File: config.mk
export PLATFORM = sky130hd
export DESIGN_NAME = lilst_cell
export DESIGN_NICKNAME = d
export VERILOG_FILES = /design/src/design/lilst_pkg.sv /design/src/design/lilst_cell.sv
export SDC_FILE = /design/constraint.sdc
export NUM_CORES = 1
export LEC_CHECK = 0
export ABC_AREA = 1
export BUFFER_PORTS_ARGS = -buffer_cell sky130_fd_sc_hd__buf_2
export CAP_MARGIN = 20
export CORE_ASPECT_RATIO = 0.8
export CORE_MARGIN = 8
export CORE_UTILIZATION = 37
export CTS_CLUSTER_DIAMETER = 100
export DETAILED_ROUTE_END_ITERATION = 8
export MAX_ROUTING_LAYER = met4
export PLACE_DENSITY_LB_ADDON = 0.2
export SYNTH_ARGS = -nofsm -noshare
export SYNTH_HDL_FRONTEND = slang
export SYNTH_SLANG_ARGS = --single-unit
export TNS_END_PERCENT = 50
File: constraint.sdc
create_clock -name clock -period 2.7 [get_ports clock]
set_clock_uncertainty 0.1 [all_clocks]
set_input_delay 0.135 -clock clock [delete_from_list [all_inputs] [get_ports clock]]
set_output_delay 0.135 -clock clock [all_outputs]
set_load 0.02 [all_outputs]
File: src/design/lilst_pkg.sv
// Package for the indexed list store: request and status codes, cell command
// type and sizing constants. No dependencies; used by every design file.
`default_nettype none
package lilst_pkg;

   localparam int CAPACITY_DEFAULT = 1024;
   // Position width that covers the largest supported capacity (4096 entries).
   localparam int POS_W   = 12;
   localparam int DATA_W  = 32;
   localparam int INDEX_W = 10;
   localparam int FUNC_W  = 3;
   localparam int STAT_W  = 2;
   localparam int LEN_W   = 11;
   // Entries combined in each first-level group of the read tree.
   localparam int READ_GROUP = 32;

   typedef enum logic [FUNC_W-1:0] {
      FN_GET      = 3'd0,
      FN_ADD_HEAD = 3'd1,
      FN_ADD_TAIL = 3'd2,
      FN_ADD_AT   = 3'd3,
      FN_DELETE   = 3'd4
   } func_type;

   typedef enum logic [STAT_W-1:0] {
      STAT_DONE  = 2'd0,
      STAT_RANGE = 2'd1,
      STAT_FULL  = 2'd2
   } status_type;

   typedef enum logic [1:0] {
      CELL_HOLD,
      CELL_INSERT,
      CELL_DELETE
   } cell_op_type;

   typedef struct packed {
      cell_op_type        op;
      logic [POS_W-1:0]   pos;
      logic [DATA_W-1:0]  value;
   } cell_cmd_type;

   typedef enum logic [1:0] {
      ST_IDLE,
      ST_EXEC,
      ST_REDUCE,
      ST_RESP
   } fsm_state_type;

endpackage
`default_nettype wire

File: src/design/lilst_cell.sv
// One storage cell of the list: holds the entry at a fixed position and
// shifts with its neighbours on insert and delete. Depends on lilst_pkg.
`default_nettype none
module lilst_cell #(
   parameter int CELL_INDEX = 0
) (
   input  wire logic                         clock,
   input  wire lilst_pkg::cell_cmd_type      cmd,
   input  wire logic [lilst_pkg::DATA_W-1:0] left_data,
   input  wire logic [lilst_pkg::DATA_W-1:0] right_data,
   output logic      [lilst_pkg::DATA_W-1:0] data,
   output logic      [lilst_pkg::DATA_W-1:0] rd_data
);
   import lilst_pkg::*;

   localparam logic [POS_W-1:0] MY_POS = POS_W'(CELL_INDEX);

   logic [DATA_W-1:0] data_ff;
   logic [DATA_W-1:0] data_in;
   logic              at_pos;
   logic              above;

   assign at_pos = (cmd.pos == MY_POS);
   assign above  = (MY_POS > cmd.pos);

   always_comb begin
      data_in = data_ff;
      unique case (cmd.op)
         CELL_INSERT: begin
            if (above) begin
               data_in = left_data;
            end else if (at_pos) begin
               data_in = cmd.value;
            end
         end
         CELL_DELETE: begin
            if (above || at_pos) begin
               data_in = right_data;
            end
         end
         default: begin
            data_in = data_ff;
         end
      endcase
   end

   always_ff @(posedge clock) begin
      data_ff <= data_in;
   end

   assign data    = data_ff;
   // Only the addressed cell contributes to the read tree.
   assign rd_data = at_pos ? data_ff : '0;

endmodule
`default_nettype wire

==> impl_metrics.env, run 1 <==
export IMPL_status="complete, no violations"
export IMPL_hp_class="in2reg"
export IMPL_drv_slew=0
export IMPL_remaining_drc_errors=0
export IMPL_yosys_most_used_dff="edfxtp_1"
export IMPL_crit_top_cell="nor2_1"
export IMPL_power_density_mw_per_mm2=373
export IMPL_worst_slew_margin_rel=0.648
export IMPL_syn_instance_count=220
export IMPL_drt_wirelength_per_cell_um=13.2
export IMPL_end_kind="output port"
export IMPL_first_pass_iters=4
export IMPL_synthesis_nets=331
export IMPL_yosysSeqAreaShare=0.523
export IMPL_clk_path_buf_depth=2
export IMPL_path_class="in2out"
export IMPL_grt_util_all_layers=0.158
export IMPL_wl_um=5570
export IMPL_critPathMaxStageDelay_ns=0.36
export IMPL_grt_pass1_wl_um=8980
export IMPL_crit_fanout=18
export IMPL_max_freq_mhz=592
export IMPL_synth_edf_count=32
export IMPL_diodes=0
export IMPL_ctsResizeCount=0
export IMPL_overflow=0
export IMPL_cts_sinks=32
export IMPL_cts_clk_slew_worst_paths_ns=0.06
export IMPL_yosysWarnings=0
export IMPL_die_x_um=94.8
export IMPL_drt_iter0_markers=67
export IMPL_syn_to_final_growth_pct=45.0
export IMPL_synth_top_area_cell="edfxtp_1"
export IMPL_holdWs_ns=0.0255
export IMPL_ctsHoldBuffers=0
export IMPL_post_route_cells_drive_above_1_share=0.514
export IMPL_vias=1821
export IMPL_start_util=0.375
export IMPL_place_hpwl_um=4450
export IMPL_period_share=0.626
export IMPL_io_buffer_count=142
export IMPL_synth_top_area_frac=0.523
export IMPL_synth_seq_cells=32
export IMPL_syn_area_per_cell_um2=8.35
export IMPL_final_net_count=473
export IMPL_hold_violations=0
export IMPL_cap_violations=0
export IMPL_grt_pass1_vias=1894
export IMPL_worstPathArrival_ns=1.46
export IMPL_cts_tree="yes"
export IMPL_antenna_found_initial=0
export IMPL_ys_async_sr_fraction=0
export IMPL_grt_max_degree=34
export IMPL_synthesis_area_mm2=0.00184
export IMPL_post_route_min_period_ns=1.69
export IMPL_postRouteAntennaNets=0
export IMPL_die_area_mm2=0.00749
export IMPL_tightest_slew_ns=0.526
export IMPL_htreeDepth=2
export IMPL_crit_slowest_cell="buf_4"
export IMPL_rsz0062_at_grt="false"
export IMPL_cts_setup_buffers=0
export IMPL_vias_per_cell=4.32
export IMPL_power_leakage_nw=1.51
export IMPL_cp_cell_sequence="buf_2 -> nor2_1 -> nand2_1 -> nor2_1 -> nand2_2 -> buf_4 -> nor2_1 -> buf_2"
export IMPL_core_area_mm2=0.00489
export IMPL_yosys_top_cells_area="edfxtp_1, nand2_1, nor2_2"
export IMPL_cts_made_buffers=5
export IMPL_fillCellCount=488
export IMPL_rows=23
export IMPL_setup_tns_ns=0
export IMPL_setup_viol=0
export IMPL_start_kind="input port"
export IMPL_yosys_cell_types_count=12
export IMPL_die_h_um=79.0
export IMPL_irDropWorstVdd_uv=253
export IMPL_gp_congestion=0.715
export IMPL_total_power_uw=993
export IMPL_cp_data_required_time_ns=2.47
export IMPL_synth_commonest_cells="nand2_1, inv_1, edfxtp_1, nand3_1, nor2_2"
export IMPL_cts_root_buffer="clkbuf_8"
export IMPL_largest_reg_flops=32
export IMPL_synth_most_common_cell="nand2_1"
export IMPL_io_pins=175
-- worst paths after layout --
path,start,to,cells after the start,slack [ns]
min,cmd[31],data[31],3,0.03
max,cmd[35],rd_data[0],8,1.01
-- logic make-up after synthesis --
logic type	Yosys count	share of synthesized area
buf+inv	46	0.113
simple gates	141	0.359
xor+xnor	1	0.00477
flops	32	0.523
-- cells in the final DEF (no fill, tap or decap) --
cell type / count
buf_2: 142
nand2_1: 67
inv_1: 33
nand3_1: 32
edfxtp_1: 32
nor2_2: 28
nor2_1: 9
buf_4: 6
clkbuf_8: 5
nor2_4: 3
and2_1: 1
nand2_2: 1
xnor2_1: 1
-- layout make-up --
type                       count  area [um^2]  share of cell area
tap                           62         77.6              0.0291
clock buffer                   5         68.8              0.0258
inverter                      33          124              0.0465
timing repair buffer         148          756               0.284
sequential                    32          961               0.361
multi-input combinational    142          676               0.254
-- critical path, delay by kind of cell --
family,cells,cell delay [ns]
buffers and inverters,3,0.62
and+or+nand+nor,5,0.67
-- power breakdown --
| part | total [mW] | switching, mW | internal, mW |
|---|---|---|---|
| Sequential | 0.551 | 0.0000442 | 0.551 |
| Clock | 0.317 | 0.151 | 0.166 |
| Combinational | 0.125 | 0.0614 | 0.0632 |
-- stage by stage --
stage                     cells  worst slack (ns)   util  instance area [um^2]
after global routing        422             0.857  0.544                  2660
after global placement      417              1.00  0.530                  2590
after detailed placement    417             0.971  0.530                  2590
after floorplan             220             0.308      -                  1840
after CTS                   422             0.969  0.544                  2660
final                       422              1.01  0.544                  2660
-- layer usage --
layer | global-route usage | vias up | wire length [um]
li1 | - | 959 | -
met2 | 0.272 | 79 | 2700
met5 | - | - | 0
met3 | 0.0471 | 8 | 537
met4 | 0.0560 | 0 | 81
met1 | 0.168 | 775 | 2250
(Power assumes the default switching activity.)
==> run 2: changes to the inputs <==
clock period = 1.6 ns   (was 2.7 ns; I/O delays follow)
==> run 2 against run 1 <==
  * Routed wire length increased by 13%
  * Largest cell class is now non-clock buffers
  * Sequential share of layout area decreased by 5.7 points
  * Clock-buffer cell count increased by 2
  * Combinational power increased to 2.6 times the previous value
  * Non-clock buffer count increased by 50
  * Critical path type is now in2reg
  * Largest power group unchanged
  * Highest routed layer unchanged
==> impl_metrics.env, run 2 (synthesized netlist as in run 1, its figures left out) <==
export IMPL_status="complete, no violations"
export IMPL_final_area_mm2=0.00316
export IMPL_clkPwrFrac=0.317
export IMPL_gp_congestion=0.763
export IMPL_grt_pass1_vias=2123
export IMPL_ctsResizeCount=0
export IMPL_max_freq_mhz=681
export IMPL_overflow=0
export IMPL_core_area_mm2=0.00489
export IMPL_final_net_count=523
export IMPL_grt_max_degree=33
export IMPL_pwr_share_comb=0.175
export IMPL_cts_clk_slew_worst_paths_ns=0.06
export IMPL_antenna_found_initial=0
export IMPL_grt_util_all_layers=0.168
export IMPL_end_kind="register"
export IMPL_period_share=0.918
export IMPL_worst_slew_margin_rel=0.766
export IMPL_vias_per_cell=4.34
export IMPL_hold_violations=0
export IMPL_worstPathArrival_ns=1.39
export IMPL_hp_class="in2reg"
export IMPL_drt_iter0_markers=89
export IMPL_place_hpwl_um=4610
export IMPL_p_sw_uw=402
export IMPL_die_x_um=94.8
export IMPL_rows=23
export IMPL_drv_slew=0
export IMPL_post_route_cells_drive_above_1_share=0.458
export IMPL_power_frac_seq=0.508
export IMPL_vias=2062
export IMPL_start_kind="input port"
export IMPL_first_pass_iters=5
export IMPL_cts_sinks=32
export IMPL_crit_fanout=1
export IMPL_io_buffer_count=142
export IMPL_p_int_mw=1.43
export IMPL_diodes=0
export IMPL_die_h_um=79.0
export IMPL_whs_path_depth=3
export IMPL_drt_wirelength_per_cell_um=13.3
export IMPL_cap_violations=0
export IMPL_irDropWorstVdd_uv=394
export IMPL_mostFrequentLayoutCells="buf_2, nand2_1, dlygate4sd3_1"
export IMPL_cts_root_buffer="clkbuf_8"
export IMPL_cts_made_buffers=5
export IMPL_remaining_drc_errors=0
export IMPL_switching_share=0.220
export IMPL_total_power_mw=1.83
export IMPL_grt_pass1_wl_um=9800
export IMPL_clk_path_buf_depth=2
export IMPL_post_route_min_period_ns=1.47
export IMPL_setup_tns_ns=0
export IMPL_power_leakage_nw=1.73
export IMPL_io_pins=175
export IMPL_syn_to_final_growth_pct=72.3
export IMPL_holdWs_ns=0.00889
export IMPL_start_util=0.375
export IMPL_die_area_mm2=0.00749
export IMPL_setup_viol=0
export IMPL_cp_data_required_time_ns=1.52
export IMPL_tightest_slew_ns=0.351
export IMPL_path_class="in2reg"
export IMPL_final_common_cell="buf_2"
export IMPL_power_density_mw_per_mm2=578
export IMPL_place_area_mm2=0.00262
export IMPL_postRouteAntennaNets=0
export IMPL_largest_reg_flops=32
export IMPL_cts_tree="yes"
export IMPL_htreeDepth=2
export IMPL_rsz0062_at_grt="false"
export IMPL_dp_cells=421
export IMPL_finish_cell_count_without_fillers=475
export IMPL_wl_um=6310
run 2: final cells by class:
type | instances | area [um^2]
clock buffers | 7 | 76.3
inverters | 33 | 124
multi-input cells | 142 | 676
well taps | 62 | 77.6
fillers | 431 | 1730
repair buffers | 198 | 1250
flip-flops and latches | 32 | 961
clock inverters | 1 | 3.75
run 2: per-layer routing:
layer  track usage  wire (um)
met1         0.178       2340
met5             -          0
met3        0.0367        554
met4        0.0591         91
met2         0.303       3320
run 2: per-stage QoR:
step            util  setup WS, ns
2_1_floorplan      -         0.144
3_3_place_gp   0.536         0.303
3_5_place_dp   0.536         0.286
4_1_cts        0.647         0.146
5_1_grt        0.647        0.0918
6_report       0.647         0.131
run 2: final timing paths:
kind	startpoint	to
setup / recovery	cmd[9]	data[9]
hold / removal	right_data[27]	data[27]
run 2: worst max-delay path, stage by stage:
cell and delay [ns]:
dlygate4sd3_1 0.54, buf_2 0.12, nand2_1 0.05, nand2_1 0.05, dlygate4sd3_1 0.55
run 2: timing repair:
item	in CTS	in global routing
endpoints found under the hold margin	32	0
hold buffers	46	0
buffers inserted	0	0
run 2: power groups by stage:
stage,Clock (mW),Sequential (mW),Combinational (mW)
global placement,0,0.948,0.210
CTS,0.608,0.929,0.318
finish,0.581,0.930,0.320
global route,0.641,0.929,0.353
detailed placement,0,0.948,0.217
floorplan,0,0.948,0.101
